## src/rtl/sp2c_pkg.sv

```systemverilog
package sp2c_pkg;

    // Payload and datapath widths
    localparam int DW     = 32;  // magnitude, phase and result words
    localparam int XW     = 48;  // CORDIC x/y, Q16.30 with headroom for the gain
    localparam int ZW     = 34;  // phase and CORDIC angle
    localparam int NW     = 13;  // frame_length register
    localparam int BW     = 12;  // bin counter
    localparam int RW     = XW - 14; // rounded Q16.16 before saturation
    localparam int PW     = DW + 31; // magnitude times gain
    localparam int APB_AW = 3;
    localparam int APB_DW = 32;

    localparam int MAX_FRAME     = 4096;
    localparam int CORDIC_STAGES = 24;

    // Register map: word index taken from paddr[2]
    localparam logic REG_FRAME_LEN = 1'b0;

    localparam logic [NW-1:0] FRAME_LEN_RESET = NW'(64);
    localparam logic [NW-1:0] FRAME_MIN       = NW'(4);
    localparam logic [NW-1:0] FRAME_CAP       = NW'((MAX_FRAME < 4096) ? MAX_FRAME : 4096);

    localparam logic signed [ZW-1:0] PI_Q28      = ZW'(64'sd843314857);
    localparam logic signed [ZW-1:0] TWO_PI_Q28  = ZW'(64'sd1686629713);
    localparam logic signed [ZW-1:0] HALF_PI_Q28 = ZW'(64'sd421657428);
    localparam logic [29:0]          GAIN_Q30    = 30'd652032874;

    localparam int ATAN_LOW [0:9] = '{
        843314857, 497837829, 263043837, 133525159, 67021687,
        33543516, 16775851, 8388437, 4194283, 2097149
    };

    // Arctangent of 2^-i in Q2.30, rounded to nearest
    function automatic logic signed [ZW-1:0] atan_q30(input int i);
        logic signed [ZW-1:0] a;
        if (i < 10) begin
            a = ZW'(ATAN_LOW[i]);
        end else if (i <= 30) begin
            a = ZW'(64'sd1 <<< (30 - i));
        end else begin
            a = '0;
        end
        return a;
    endfunction

    typedef struct packed {
        logic flip;       // phase folded by pi: negate x and y
        logic zero_all;   // bin above half: both parts zero
        logic zero_imag;  // DC or Nyquist bin
        logic last;       // last bin of the frame
    } t_side;

endpackage

```

## src/rtl/sp2c_front.sv

```systemverilog
module sp2c_front (
    input  logic                                 i_clk,
    input  logic                                 i_rst_n,
    input  logic                                 i_valid,
    output logic                                 o_ready,
    input  logic signed [sp2c_pkg::DW-1:0]       i_magnitude,
    input  logic signed [sp2c_pkg::DW-1:0]       i_phase,
    input  logic        [sp2c_pkg::NW-1:0]       i_frame_length,
    output logic                                 o_valid,
    input  logic                                 i_ready,
    output logic signed [sp2c_pkg::XW-1:0]       o_x,
    output logic signed [sp2c_pkg::ZW-1:0]       o_z,
    output sp2c_pkg::t_side                      o_side
);

    localparam int NW = sp2c_pkg::NW;
    localparam int BW = sp2c_pkg::BW;
    localparam int ZW = sp2c_pkg::ZW;
    localparam int XW = sp2c_pkg::XW;
    localparam int PW = sp2c_pkg::PW;

    logic [BW-1:0]           r_bin;
    logic [BW-1:0]           n_bin;
    logic [NW-1:0]           len_clamped;
    logic [BW-1:0]           half;
    logic                    is_last;
    logic                    ready_a;
    logic                    ready_b;
    logic                    take;
    logic signed [ZW-1:0]    p_in;
    logic signed [ZW-1:0]    p_wrap;
    logic signed [ZW-1:0]    p_fold;
    logic                    fold;

    logic                    r_a_valid;
    logic signed [PW-1:0]    r_a_prod;
    logic signed [ZW-1:0]    r_a_p;
    sp2c_pkg::t_side         r_a_side;

    logic                    r_b_valid;
    logic signed [XW-1:0]    r_b_x;
    logic signed [ZW-1:0]    r_b_z;
    sp2c_pkg::t_side         r_b_side;

    assign ready_b = !r_b_valid || i_ready;
    assign ready_a = !r_a_valid || ready_b;
    assign o_ready = ready_a;
    assign take    = i_valid && ready_a;

    // Bin bookkeeping
    always_comb begin
        if (i_frame_length < sp2c_pkg::FRAME_MIN) begin
            len_clamped = sp2c_pkg::FRAME_MIN;
        end else if (i_frame_length > sp2c_pkg::FRAME_CAP) begin
            len_clamped = sp2c_pkg::FRAME_CAP;
        end else begin
            len_clamped = i_frame_length;
        end
        half    = len_clamped[NW-1:1];
        is_last = {1'b0, r_bin} >= (len_clamped - NW'(1));
        n_bin   = is_last ? '0 : r_bin + BW'(1);
    end

    // Wrap phase into [-pi, pi]
    always_comb begin
        p_in = ZW'(i_phase);
        if (p_in > sp2c_pkg::PI_Q28) begin
            p_wrap = p_in - sp2c_pkg::TWO_PI_Q28;
        end else if (p_in < -sp2c_pkg::PI_Q28) begin
            p_wrap = p_in + sp2c_pkg::TWO_PI_Q28;
        end else begin
            p_wrap = p_in;
        end
    end

    // Fold into [-pi/2, pi/2]
    always_comb begin
        fold = 1'b1;
        if (r_a_p > sp2c_pkg::HALF_PI_Q28) begin
            p_fold = r_a_p - sp2c_pkg::PI_Q28;
        end else if (r_a_p < -sp2c_pkg::HALF_PI_Q28) begin
            p_fold = r_a_p + sp2c_pkg::PI_Q28;
        end else begin
            p_fold = r_a_p;
            fold   = 1'b0;
        end
    end

    always_ff @(posedge i_clk) begin
        if (!i_rst_n) begin
            r_bin     <= '0;
            r_a_valid <= 1'b0;
            r_b_valid <= 1'b0;
        end else begin
            if (take) begin
                r_bin <= n_bin;
            end
            if (ready_a) begin
                r_a_valid <= i_valid;
            end
            if (ready_b) begin
                r_b_valid <= r_a_valid;
            end
        end
    end

    always_ff @(posedge i_clk) begin
        if (take) begin
            r_a_prod           <= PW'(i_magnitude) * PW'($signed({1'b0, sp2c_pkg::GAIN_Q30}));
            r_a_p              <= p_wrap;
            r_a_side.flip      <= 1'b0;
            r_a_side.zero_all  <= r_bin > half;
            r_a_side.zero_imag <= (r_bin == '0) || (r_bin == half);
            r_a_side.last      <= is_last;
        end
        if (ready_b && r_a_valid) begin
            r_b_x    <= XW'(r_a_prod >>> 16);
            r_b_z    <= p_fold <<< 2;
            r_b_side <= '{flip: fold, zero_all: r_a_side.zero_all,
                          zero_imag: r_a_side.zero_imag, last: r_a_side.last};
        end
    end

    assign o_valid = r_b_valid;
    assign o_x     = r_b_x;
    assign o_z     = r_b_z;
    assign o_side  = r_b_side;

endmodule

```

## config.mk

```make
export PLATFORM = sky130hd
export DESIGN_NAME = sp2c_front
export DESIGN_NICKNAME = d
export VERILOG_FILES = /design/src/rtl/sp2c_pkg.sv /design/src/rtl/sp2c_front.sv
export SDC_FILE = /design/constraint.sdc
export NUM_CORES = 2
export LEC_CHECK = 0
export ABC_AREA = 1
export BUFFER_PORTS_ARGS = -buffer_cell sky130_fd_sc_hd__buf_2
export CAP_MARGIN = 20
export CORE_MARGIN = 2
export CORE_UTILIZATION = 55
export DETAILED_ROUTE_END_ITERATION = 8
export PLACE_DENSITY = 0.76
export SYNTH_ARGS = -nofsm -noshare
export SYNTH_HDL_FRONTEND = slang
export SYNTH_SLANG_ARGS = --single-unit
export TNS_END_PERCENT = 30
```

## constraint.sdc

```tcl
create_clock -name i_clk -period 8.1 [get_ports i_clk]
set_input_delay 1.62 -clock i_clk [delete_from_list [all_inputs] [get_ports i_clk]]
set_output_delay 1.62 -clock i_clk [all_outputs]
set_load 0.02 [all_outputs]
```

After elaboration in Yosys (flattened, before gate mapping)
Index checks and enable logic that the tools add are counted.
Word-level totals
  register bits after elaboration: 196
  input bits: 81
  output and inout port bits: 88
Cells by class
  add/subtract/negate cells: 6
  multipliers: 1
  $lt $le $gt $ge: 8
  eq/ne operators: 1
  mux-type cells: 8
  reductions and logical operators: 8
Operators by type and width (count)
  34-bit 2-to-1 mux: 2
  32-bit 2-to-1 mux: 2
  32-bit by 30-bit multiplier with 62-bit output (second input constant): 1
  34-bit by 30-bit > comparator with 1-bit output (second input constant): 1
  34-bit by 30-bit < comparator with 1-bit output (second input constant): 1
  32-bit by 32-bit adder with 33-bit output (second input constant): 1
  32-bit by 32-bit subtractor with 33-bit output (second input constant): 1
  32-bit by 31-bit adder with 32-bit output (second input constant): 1
  32-bit by 31-bit > comparator with 1-bit output (second input constant): 1
  32-bit by 31-bit < comparator with 1-bit output (second input constant): 1
  32-bit by 31-bit subtractor with 32-bit output (second input constant): 1
  13-bit 2-to-1 mux: 2
  12-bit by 13-bit >= comparator with 1-bit output: 1
  13-bit > comparator (second input constant): 1
  13-bit by 3-bit < comparator with 1-bit output (second input constant): 1
  13-bit by 1-bit subtractor with 13-bit output (second input constant): 1
  12-bit by 1-bit adder with 12-bit output (second input constant): 1
  12-bit equality test: 1
  12-bit > comparator: 1
  12-bit zero test: 1
  12-bit 2-to-1 mux: 1
  1-bit logical OR: 3
  1-bit logical AND: 2
  1-bit zero test: 2
  1-bit 2-to-1 mux: 1

Depth between registers and ports, before layout
  depth after elaboration: 6
  depth in mapped cells: 31
  gate-level depth less buffers: 30

Worst setup path after synthesis
No wires, ideal clock.
  path type: input -> register
  from: in i_magnitude[31] in the netlist's numbering
  to: reg r_a_prod[55], data pin
  library setup time: 0.253 ns
  arrival: 7.628 ns
  required time: 7.847 ns
  slack: 0.220 ns
  stages: 19
  buffers on the path: 1
  cells stage by stage: clkbuf_1 clkinv_1 o21ai_0 fa_1 fa_1 fa_1 fa_1 inv_1 fa_1 inv_1 ha_1 nand2_1 nor2_1 inv_1 nor2_1 nand2_1 or2_2 nand4_1 nand2_1
Between the ends
  word-level cells in the longest chain between the ends: 1
RTL lines
  start, declared: RTL line sp2c_front.sv:6  | input logic signed [sp2c_pkg::DW-1:0] i_magnitude,
  32-bit by 30-bit multiplier with 62-bit output: RTL line sp2c_front.sv:109  | r_a_prod <= PW'(i_magnitude) * PW'($signed({1'b0, sp2c_pkg::GAIN_Q30}));
  end signal, assigned: RTL line sp2c_front.sv:109
  end, declared: RTL line sp2c_front.sv:36  | logic signed [PW-1:0] r_a_prod;
Every way passes these cells.
A chain may end at the register's enable or synchronous reset.

Worst setup path after layout
  from: in i_magnitude[11] in the netlist's numbering
  to: reg r_a_prod[38], data pin
Same word-level chain as after synthesis.

==> reports/results.tsv <==
stage	metric	value	unit
critical_path	reg2reg setup slack	5040	ps
clocking	clk_lat worst skew	460	ps
clocking	hold buffers post-CTS	0	
synthesis	top post-synthesis cells by area	fa_1 25%, ha_1 15%, edfxtp_1 15%, inv_1 10%, nand2_1 9.6%	
grt	vias in the first global route	29200	
clocking	Root Buffer Master	clkbuf_16	
synthesis	Post-synth top cells	940 x inv_1, 862 x nand2_1, 430 x fa_1	
cells_and_area	number of diodes	0	
grt	All-Layer GR Usage	35.0	%
drt	metal2 WL	50100	µm
floorplan	FP Rows	90	
place	DP Wirelength	96000	µm
clocking	CTS buffer count	17	
drt	Routed wire per std cell	20.2	µm
clocking	CTS tree	built	
timing	Post-Route Skew	11.8	ps
cells_and_area	layout cells sized above 1	11.7	%
floorplan	io pins	169	
critical_path	slowest stage delay, CP	550	ps
synthesis	Yosys warnings	0	
synthesis	mapped cell area	33800	µm²
synthesis	top-count cell post-synth	inv_1	
drt	Vias	29100	
critical_path	CP startpoint kind	input pin	
critical_path	CP max FO	6	
grt	initial antenna violation count	0	
drt	average via count per standard cell	5.39	
drt	DRT Pass-1 Iters	9	
grt	first-pass GRT wire length	169000	µm
floorplan	Die W	252	µm
synthesis	ys async rst share	0	%
timing	final setup violation count	0	
clocking	Post-CTS Setup Bufs	0	
floorplan	Die Y	252	µm
timing	final hold violation count	0	
timing	Slew Limit Fails	0	
cells_and_area	area grow syn2layout	12.0	%
drt	Iter 0 DRT Violations	2271	
drt	ANT nets after route	0	
timing	max_slew headroom	31.4	%
synthesis	Synth Flop Type	edfxtp_1	
synthesis	largest area contributor in the netlist	fa_1	
place	port buffer count	166	
critical_path	WP buf/inv	7	
timing	Tmin final	7810	ps
timing	f_max	128	MHz
drt	Routed WL	109000	µm
floorplan	Core ar.	60600	µm²
synthesis	area share of the largest cell type after synthesis	25.5	%
drt	Top Metal Used	met4	
cells_and_area	area of the multi-input gates	24400	µm²
critical_path	critical path arrival	8060	ps
grt	remaining global-route overflow	0	
clocking	H-tree depth	4	
grt	pin count of the biggest net entering global routing	84	
place	Place WS	-76.6	ps
place	GPL Wtd Cong	1.02	
timing	RSZ-0062 raised after global routing	false	
place	Placed Cells	5369	
clocking	Max Root-Sink Buffers	2	
synthesis	Syn Inst Count	4221	
timing	Final Worst Setup Slack	291	ps
drt	met3 wire len	7290	µm
critical_path	worst path required time	8350	ps
floorplan	die area	63500	µm²
hold_path	Tightest Hold Check Type	flop to flop	
synthesis	Post-synth EDFFs	166	
timing	worst-margin pin slew	1030	ps
synthesis	sequential element share of the synthesized area	15.6	%
cells_and_area	filler instances	5475	
synthesis	syn avg cell area	8.01	µm²
timing	hold slack	417	ps
critical_path	CP dominant cell by count	fa_1	
critical_path	crit end category	flop	
clocking	clk sinks	180	
clocking	clock-pin slew on the worst setup and hold paths	70	ps
timing	Tcrit/Tclk final	96.4	%
cells_and_area	Non-Filler Instances	5401	
timing	Final TNS setup	0	ps
cells_and_area	FF+latch area	5270	µm²
synthesis	count of different cell masters after synthesis	56	
critical_path	WS Path Type	input pin to flop	
critical_path	cell at the slowest stage of the critical path	fa_1	
flow_run	Max Cap Viol	0	
cells_and_area	Nets	5520	
run_status	outcome	finished clean	
critical_path	Largest delay share family, worst path	adder cells	
floorplan	initial core utilization	55.8	%
synthesis	number of synthesized register bits	180	
drt	M1 wire length	48000	µm
drt	DRC errors left	0	
area by class of cell:
cell class	instances	area share, %
timing repair buffer	452	7.90
sequential	180	13.9
clock buffer	18	1.13
inverter	961	9.54
tap	782	2.58
clock inverter	14	0.436
multi-input combinational	2994	64.5
final timing paths:
kind                   to             from  cells after the start
max          r_a_prod[38]  i_magnitude[11]                     25
min               o_x[20]     r_a_prod[36]                      0
min reg2reg       o_x[20]     r_a_prod[36]                      0
max reg2reg       o_z[24]        r_a_p[22]                      9
flip-flops by register name (all words and copies together) (netlist names):
signal,count
o_z,32
r_a_p,33
r_a_prod,47
o_side,4
r_a_side,3
o_x,47
r_bin,12
o_valid,1
r_a_valid,1
metrics by stage:
stage / utilization, % / instance area, µm²
after floorplan: - / 33800
after global placement: 61.5 / 37300
after detailed placement: 61.5 / 37300
after CTS: 62.5 / 37900
after global routing: 62.5 / 37900
final: 62.5 / 37900
cell families (layout without fill, tap and decap cells):
family,count (synthesis),after routing,share of synthesized area [%]
buffers and inverters,1048,1445,12.2
XOR/XNOR,228,228,5.91
AO/OA/AOI/OAI,442,442,7.43
flip-flops,180,180,15.6
AND/OR/NAND/NOR,1489,1489,18.5
other,1,2,0.0111
adder cells (fa/ha/maj),833,833,40.4
what timing repair did:
item / in CTS / in global routing
endpoints found under the hold margin: 0 / 0
endpoints found under the setup margin: 0 / 2
resized for setup: 0 / 3
layout by cell type (no fill, tap or decap), types with 4 or more instances in the layout:
cell type,n
nor2_1,293
xor2_1,192
edfxtp_1,166
o21bai_1,34
a21o_1,23
and3_1,9
o21a_1,5
o31ai_1,8
ha_1,402
inv_2,18
nor4_1,11
nor2_2,5
nor3_1,53
o211ai_1,11
inv_6,5
nand4_1,38
xnor2_1,36
a21boi_0,5
o22ai_1,7
buf_4,285
nor2_4,5
nand2_1,862
dfxtp_1,14
a31oi_1,19
a21oi_1,175
nand3_1,180
o21ai_1,30
nand3b_1,7
clkinv_8,6
clkbuf_16,17
fa_1,430
inv_1,940
or2_2,7
buf_2,166
nand2_2,4
o21ai_0,112
metal layers:
metal	up-vias	global-route usage [%]
met3	178	3.93
met1	13900	48.3
met2	1127	57.9
li1	13900	-
met5	-	0
met4	0	11.4
Power is not shown: default switching activity piles up to over one toggle a cycle in this logic, so the estimate is an artifact.
