$ cat src/rtl/sp2c_pkg.sv
package sp2c_pkg;

    // Payload and datapath widths
    localparam int DW     = 32;  // magnitude, phase and result words
    localparam int XW     = 48;  // CORDIC x/y, Q16.30 with headroom for the gain
    localparam int ZW     = 34;  // phase and CORDIC angle
    localparam int NW     = 13;  // frame_length register
    localparam int BW     = 12;  // bin counter
    localparam int RW     = XW - 14; // rounded Q16.16 before saturation
    localparam int PW     = DW + 31; // magnitude times gain
    localparam int APB_AW = 3;
    localparam int APB_DW = 32;

    localparam int MAX_FRAME     = 4096;
    localparam int CORDIC_STAGES = 24;

    // Register map: word index taken from paddr[2]
    localparam logic REG_FRAME_LEN = 1'b0;

    localparam logic [NW-1:0] FRAME_LEN_RESET = NW'(64);
    localparam logic [NW-1:0] FRAME_MIN       = NW'(4);
    localparam logic [NW-1:0] FRAME_CAP       = NW'((MAX_FRAME < 4096) ? MAX_FRAME : 4096);

    localparam logic signed [ZW-1:0] PI_Q28      = ZW'(64'sd843314857);
    localparam logic signed [ZW-1:0] TWO_PI_Q28  = ZW'(64'sd1686629713);
    localparam logic signed [ZW-1:0] HALF_PI_Q28 = ZW'(64'sd421657428);
    localparam logic [29:0]          GAIN_Q30    = 30'd652032874;

    localparam int ATAN_LOW [0:9] = '{
        843314857, 497837829, 263043837, 133525159, 67021687,
        33543516, 16775851, 8388437, 4194283, 2097149
    };

    // Arctangent of 2^-i in Q2.30, rounded to nearest
    function automatic logic signed [ZW-1:0] atan_q30(input int i);
        logic signed [ZW-1:0] a;
        if (i < 10) begin
            a = ZW'(ATAN_LOW[i]);
        end else if (i <= 30) begin
            a = ZW'(64'sd1 <<< (30 - i));
        end else begin
            a = '0;
        end
        return a;
    endfunction

    typedef struct packed {
        logic flip;       // phase folded by pi: negate x and y
        logic zero_all;   // bin above half: both parts zero
        logic zero_imag;  // DC or Nyquist bin
        logic last;       // last bin of the frame
    } t_side;

endpackage

$ cat src/rtl/sp2c_back.sv
module sp2c_back (
    input  logic                                 i_clk,
    input  logic                                 i_rst_n,
    input  logic                                 i_valid,
    output logic                                 o_ready,
    input  logic signed [sp2c_pkg::XW-1:0]       i_x,
    input  logic signed [sp2c_pkg::XW-1:0]       i_y,
    input  sp2c_pkg::t_side                      i_side,
    output logic                                 o_valid,
    input  logic                                 i_ready,
    output logic signed [sp2c_pkg::DW-1:0]       o_real,
    output logic signed [sp2c_pkg::DW-1:0]       o_imag,
    output logic                                 o_end
);

    localparam int XW = sp2c_pkg::XW;
    localparam int RW = sp2c_pkg::RW;
    localparam int DW = sp2c_pkg::DW;

    localparam logic signed [RW:0] SAT_HI = (RW+1)'(64'sd2147483647);
    localparam logic signed [RW:0] SAT_LO = (RW+1)'(-64'sd2147483648);

    function automatic logic signed [DW-1:0] sat(input logic signed [RW:0] v);
        logic signed [DW-1:0] s;
        if (v > SAT_HI) begin
            s = {1'b0, {(DW-1){1'b1}}};
        end else if (v < SAT_LO) begin
            s = {1'b1, {(DW-1){1'b0}}};
        end else begin
            s = v[DW-1:0];
        end
        return s;
    endfunction

    logic                    ready_r;
    logic                    ready_o;
    logic signed [XW-1:0]    xs;
    logic signed [XW-1:0]    ys;
    logic signed [XW-1:0]    x_bias;
    logic signed [XW-1:0]    y_bias;
    logic signed [RW:0]      y_neg;

    logic                    r_r_valid;
    logic signed [RW-1:0]    r_r_x;
    logic signed [RW-1:0]    r_r_y;
    sp2c_pkg::t_side         r_r_side;

    logic                    r_o_valid;
    logic signed [DW-1:0]    r_o_real;
    logic signed [DW-1:0]    r_o_imag;
    logic                    r_o_end;

    assign ready_o = !r_o_valid || i_ready;
    assign ready_r = !r_r_valid || ready_o;
    assign o_ready = ready_r;

    assign xs     = i_side.flip ? -i_x : i_x;
    assign ys     = i_side.flip ? -i_y : i_y;
    assign x_bias = xs + XW'(8192);
    assign y_bias = ys + XW'(8192);
    assign y_neg  = -((RW+1)'(r_r_y));

    always_ff @(posedge i_clk) begin
        if (!i_rst_n) begin
            r_r_valid <= 1'b0;
            r_o_valid <= 1'b0;
        end else begin
            if (ready_r) begin
                r_r_valid <= i_valid;
            end
            if (ready_o) begin
                r_o_valid <= r_r_valid;
            end
        end
    end

    always_ff @(posedge i_clk) begin
        if (ready_r && i_valid) begin
            r_r_x    <= x_bias[XW-1:14];
            r_r_y    <= y_bias[XW-1:14];
            r_r_side <= i_side;
        end
        if (ready_o && r_r_valid) begin
            if (r_r_side.zero_all) begin
                r_o_real <= '0;
                r_o_imag <= '0;
            end else begin
                r_o_real <= sat((RW+1)'(r_r_x));
                r_o_imag <= r_r_side.zero_imag ? '0 : sat(y_neg);
            end
            r_o_end <= r_r_side.last;
        end
    end

    assign o_valid = r_o_valid;
    assign o_real  = r_o_real;
    assign o_imag  = r_o_imag;
    assign o_end   = r_o_end;

endmodule

$ cat config.mk
export PLATFORM = sky130hd
export DESIGN_NAME = sp2c_back
export DESIGN_NICKNAME = d
export VERILOG_FILES = /design/src/rtl/sp2c_pkg.sv /design/src/rtl/sp2c_back.sv
export SDC_FILE = /design/constraint.sdc
export NUM_CORES = 1
export LEC_CHECK = 0
export ABC_AREA = 1
export BUFFER_PORTS_ARGS = -buffer_cell sky130_fd_sc_hd__buf_2
export CAP_MARGIN = 40
export CELL_PAD_IN_SITES_DETAIL_PLACEMENT = 0
export CELL_PAD_IN_SITES_GLOBAL_PLACEMENT = 1
export CORE_MARGIN = 1.5
export CORE_UTILIZATION = 36
export DETAILED_ROUTE_END_ITERATION = 10
export PLACE_DENSITY = 0.83
export SLEW_MARGIN = 20
export SYNTH_ARGS = -nofsm -noshare
export SYNTH_HDL_FRONTEND = slang
export SYNTH_SLANG_ARGS = --single-unit
$ cat constraint.sdc
create_clock -name i_clk -period 5.4 [get_ports i_clk]
set_input_delay 1.08 -clock i_clk [delete_from_list [all_inputs] [get_ports i_clk]]
set_output_delay 1.08 -clock i_clk [all_outputs]
set_load 0.02 [all_outputs]
### Word-level counts from Yosys, hierarchy flattened

Index checks and enable logic that the tools add are counted.

| storage, ports and cells | value |
|---|---|
| memories kept | 0 |
| bits in latches | 0 |
| input bits | 104 |
| word-level logic and storage cells | 36 |
| flip-flop bits (word level) | 138 |
| memory bits (writable) | 0 |
| memory bits (read-only) | 0 |
| output and inout bits | 67 |

| cells by class | value |
|---|---|
| div/mod/pow operators | 0 |
| multiply operators | 0 |
| magnitude comparators | 4 |
| reduce and logical (&&, ||, !) cells | 9 |
| equal/unequal tests | 0 |
| bitwise logic cells | 0 |
| add/sub/neg operators | 5 |
| shifts and indexed selects | 0 |
| mux-type cells | 6 |

Operators by type and width:

| operator | number |
|---|---|
| $add A48 B15 Y48 const B | 2 |
| $mux W48 | 2 |
| $neg A48 Y48 | 2 |
| $mux W32 | 2 |
| $mux W31 | 2 |
| $gt A35 B32 Y1 const B | 1 |
| $lt A35 B32 Y1 const B | 1 |
| $neg A34 Y35 | 1 |
| $gt A34 B32 Y1 const B | 1 |
| $lt A34 B32 Y1 const B | 1 |
| $reduce_or A2 Y1 | 2 |
| $reduce_or A3 Y1 | 1 |
| $logic_and A1 B1 Y1 | 2 |
| $logic_not A1 Y1 | 2 |
| $logic_or A1 B1 Y1 | 2 |

### Longest topological paths before layout

| logic depth | value |
|---|---|
| depth after elaboration | 4 |
| gate-level depth with buffers | 18 |
| gate-level depth less buffers | 18 |

### Least setup slack after synthesis

Ideal clock, no wire load.

| path | value |
|---|---|
| path kind | input to register |
| start | input port i_ready |
| end | register r_o_end (netlist: o_end), enable pin |
| stages on the path | 2 |
| buffers on the path | 0 |
| library setup time | 510 ps |
| arrival time | 4280 ps |
| required time | 4890 ps |
| path slack | 611 ps |
| cell sequence | inv_1 > a21oi_1 |

| between the ends | value |
|---|---|
| cells in the longest elaborated chain, start to end | 2 |

Ends and longest elaborated chain:

| item | line | RTL |
|---|---|---|
| from (decl) | sp2c_back.sv:10 | `input logic i_ready,` |
| $logic_or A1 B1 Y1 | sp2c_back.sv:53 | `assign ready_o = !r_o_valid \|\| i_ready;` |
| $logic_and A1 B1 Y1 | sp2c_back.sv:83 | `if (ready_o && r_r_valid) begin` |
| to (signal assigned) | sp2c_back.sv:91 | `r_o_end <= r_r_side.last;` |
| to (decl) | sp2c_back.sv:51 | `logic r_o_end;` |

Every way passes these cells.
A chain may end at the register's enable or synchronous reset.

### Final worst setup path

| path | value |
|---|---|
| start | input port i_side[3] (netlist bit) |
| end | register r_r_y[31], data pin |

| between the ends | value |
|---|---|
| cells in the longest elaborated chain, start to end | 2 |

Ends and longest elaborated chain:

| item | line | RTL |
|---|---|---|
| from (decl) | sp2c_back.sv:8 | `input sp2c_pkg::t_side i_side,` |
| $mux W48 | sp2c_back.sv:58 | `assign ys = i_side.flip ? -i_y : i_y;` |
| $add A48 B15 Y48 | sp2c_back.sv:60 | `assign y_bias = ys + XW'(8192);` |
| via y_bias[45] | sp2c_back.sv:40 | `logic signed [XW-1:0] y_bias;` |
| to (signal assigned) | sp2c_back.sv:80 | `r_r_y <= y_bias[XW-1:14];` |
| to (decl) | sp2c_back.sv:45 | `logic signed [RW-1:0] r_r_y;` |

The timed path passes the listed nets, and every way through them passes these cells.

==> reports/results.txt <==
outcome: finished clean
Total Wirelength: 33100 µm
Hold WC Path Type: reg2reg
CP Launch Point: i_side[3]
Synth Net Count: 1832
cell taking the most area after synthesis: edfxtp_1
number of diodes: 0
largest family of logic cells by synthesized area: simple AND/OR/NAND/NOR gates
num ports: 171
top cells by area, synth: edfxtp_1 36%, nand2_1 20%, nor2_1 11%, inv_1 6.3%, nand3_1 5.3%
TritonRoute pass-1 iters: 8
Max rail drop VDD: 0.213 mV
final setup skew: 0.0147 ns
P_sw: 936 µW
DRC: 0
Routed Antenna Nets: 0
largest net degree at the start of global routing: 46
DRT iter0 DRCs: 677
vias per std cell: 4.78
Arrival @ worst endpoint: 3.45 ns
Async S/R FF share, synth: 0%
die width: 181 µm
IO buf count: 170
CTS tree: done
initial antenna violation count: 0
fill cell total of the finished layout: 3264
final hold violation count: 0
r2r startpoint: r_r_y[0]$_DFFE_PP_
post-DP HPWL: 28200 µm
Synth cell types: 39
xor and xnor area share after synthesis: 5.05%
Worst Path Required: 5.57 ns
Vias: 11000
vias in the first global route: 10400
Clock Power Share: 37.3%
power per cell area: 232 nW/µm²
Slew headroom: 53.4%
sequential power share: 42.3%
Slew Limit Fails: 0
syn_area_per_cell: 6.61 µm²
mux contribution to synthesized area: 0%
startpoint types: input port
register bit total from synthesis: 138
DIE AREA: 32700 µm²
Post-Route Setup TNS: 0 ns
post-cts sizing count: 0
Lkg Pwr: 0.00592 µW
core region area: 30900 µm²
crit path time final: 3.27 ns
die height: 181 µm
Post-CTS Setup Inserts: 0
Clock Latency Late Sink: 0.42 ns
Setup violations, final: 0
Synth top area share: 35.8%
Main synth FF type: edfxtp_1
first-pass GRT wire length: 53800 µm
share of layout cells above drive strength 1: 16.9%
Clock Sinks: 138
Net Sw Frac: 30.3%
NumNets Final: 2005
Final period util: 60.6%
H-tree Lvls: 4
FP Rows: 64
RSZ-0062 raised after global routing: no
min-delay src: r_r_side[0]$_DFFE_PP_
Synth Area in Compound Gates: 4.42%
Seq/Total Area, Yosys: 36.2%
CTS Buf Count: 17
RD Place Congestion: 0.898
CTS clk-pin slew, worst paths: 0.07 ns
Synth Cell Area: 11400 µm²
max-cap viol count: 0
Tightest Pin Transition: 0.698 ns
Synth Warn #: 0
Synth Area in Adders: 0.439%
CTS max path bufs: 2
all-layer global routing usage: 20.6%
Pint: 2150 µW
cell count after synthesis: 1724
Critical Path Sink Type: flip-flop
wire per inst: 14.4 µm
EDFF count, synth: 136
CP Class: in2reg
simple-gate share of the synthesized area: 46.1%
total power: 3090 µW
hold_buf cts: 0
Combinational Power Share: 20.4%
initial core utilization: 36.9%
CP max FO: 27
Fmax achieved: 305 MHz
root buffer cell: clkbuf_16
gr ovfl total: 0
layout overhead on the synthesized area: 16.8%
-- kinds of logic (layout without fill, tap and decap cells) --
| family | after synthesis | in the layout |
|---|---|---|
| compound gates | 76 | 76 |
| buf+inv | 222 | 408 |
| simple gates | 1226 | 1226 |
| flops | 138 | 138 |
| fa+ha+maj | 4 | 4 |
| xor+xnor | 58 | 58 |
-- worst max-delay path, stage by stage --
cell and delay [ns]:
buf_2 0.34, buf_4 0.36, nand2_1 0.14, xor2_2 0.28, ha_1 0.38, inv_1 0.11
nor2_2 0.18, nand2_1 0.14, nor2_2 0.22, nand2_1 0.08, nand2_1 0.06, nand2_1 0.06
-- per-layer routing --
layer | up-vias | part of all wire, % | global-route usage (%)
li1 | 5821 | - | -
met1 | 4881 | 52 | 30.1
met2 | 293 | 43 | 32.4
met3 | 21 | 4.3 | 2.30
met4 | 0 | 1.2 | 5.14
met5 | - | 0 | 0
-- power by group through the flow --
| stage | Clock, µW | Sequential, µW | Combinational, µW |
|---|---|---|---|
| final | 1150 | 1310 | 629 |
| after global routing | 1220 | 1310 | 705 |
| after CTS | 1180 | 1310 | 626 |
| after detailed placement | 0 | 1330 | 624 |
| after global placement | 0 | 1330 | 617 |
| after floorplan | 0 | 1350 | 391 |
-- cell usage in the layout, fill, tap and decap left out, types with 3 or more instances in the layout --
master	n
nand2_1	609
nor2_1	343
inv_1	189
buf_2	170
edfxtp_1	136
nand3_1	120
nand4_1	44
a21oi_2	31
nor2_2	28
xnor2_1	27
xor2_1	25
o21ai_0	24
nand3b_1	23
nand2_2	17
clkbuf_16	17
nor2_4	12
nor3_1	12
a21oi_1	8
inv_2	7
o21ai_1	7
inv_6	7
and2_1	6
buf_4	6
clkinvlp_4	5
xor2_2	4
ha_1	4
and3_1	3
-- flip-flops by register name (all words and copies together) (netlist names) --
name       cells
o_end          1
o_imag        32
o_real        32
r_r_y         34
r_r_side       3
r_r_x         34
o_valid        1
r_r_valid      1
-- through the flow --
step / hold WS (ns) / worst slack (ns) / instances / utilization [%] / instance area (µm²)
after floorplan: 0.400 / 0.611 / 1724 / - / 11400
after global placement: 0.405 / 1.63 / 2270 / 41.0 / 12700
after detailed placement: 0.424 / 1.65 / 2273 / 41.1 / 12700
after CTS: 0.432 / 2.11 / 2305 / 43.0 / 13300
after global routing: 0.451 / 1.84 / 2306 / 43.1 / 13300
final: 0.428 / 2.13 / 2306 / 43.1 / 13300
-- layout make-up --
| type | count | area, µm² | share of cell area (%) |
|---|---|---|---|
| clock buffer | 18 | 429 | 3.22 |
| timing repair buffer | 180 | 957 | 7.19 |
| tap | 396 | 495 | 3.72 |
| sequential | 138 | 4120 | 31.0 |
| inverter | 196 | 736 | 5.53 |
| multi-input combinational | 1364 | 6410 | 48.1 |
| clock inverter | 14 | 159 | 1.19 |
-- path summary, 6_finish.rpt --
path | depth (start not counted) | end | slack, ns
setup / recovery | 12 | r_r_y[31]$_DFFE_PP_ | 2.13
setup reg to reg | 17 | o_imag[22]$_SDFFCE_PP0P_ | 2.64
hold / removal | 0 | o_end$_DFFE_PP_ | 0.43
hold reg to reg | 0 | o_end$_DFFE_PP_ | 0.43
-- cell usage after synthesis, types with 12 or more instances --
| cell | instances |
|---|---|
| o21ai_0 | 24 |
| xor2_1 | 25 |
| nand3_1 | 120 |
| nand2_2 | 17 |
| nor3_1 | 12 |
| edfxtp_1 | 136 |
| nand4_1 | 44 |
| a21oi_2 | 30 |
| nor2_2 | 28 |
| nand2_1 | 609 |
| nor2_4 | 12 |
| xnor2_1 | 27 |
| nor2_1 | 343 |
| nand3b_1 | 23 |
| inv_1 | 190 |
No activity file was read; power rests on OpenSTA's default activity.
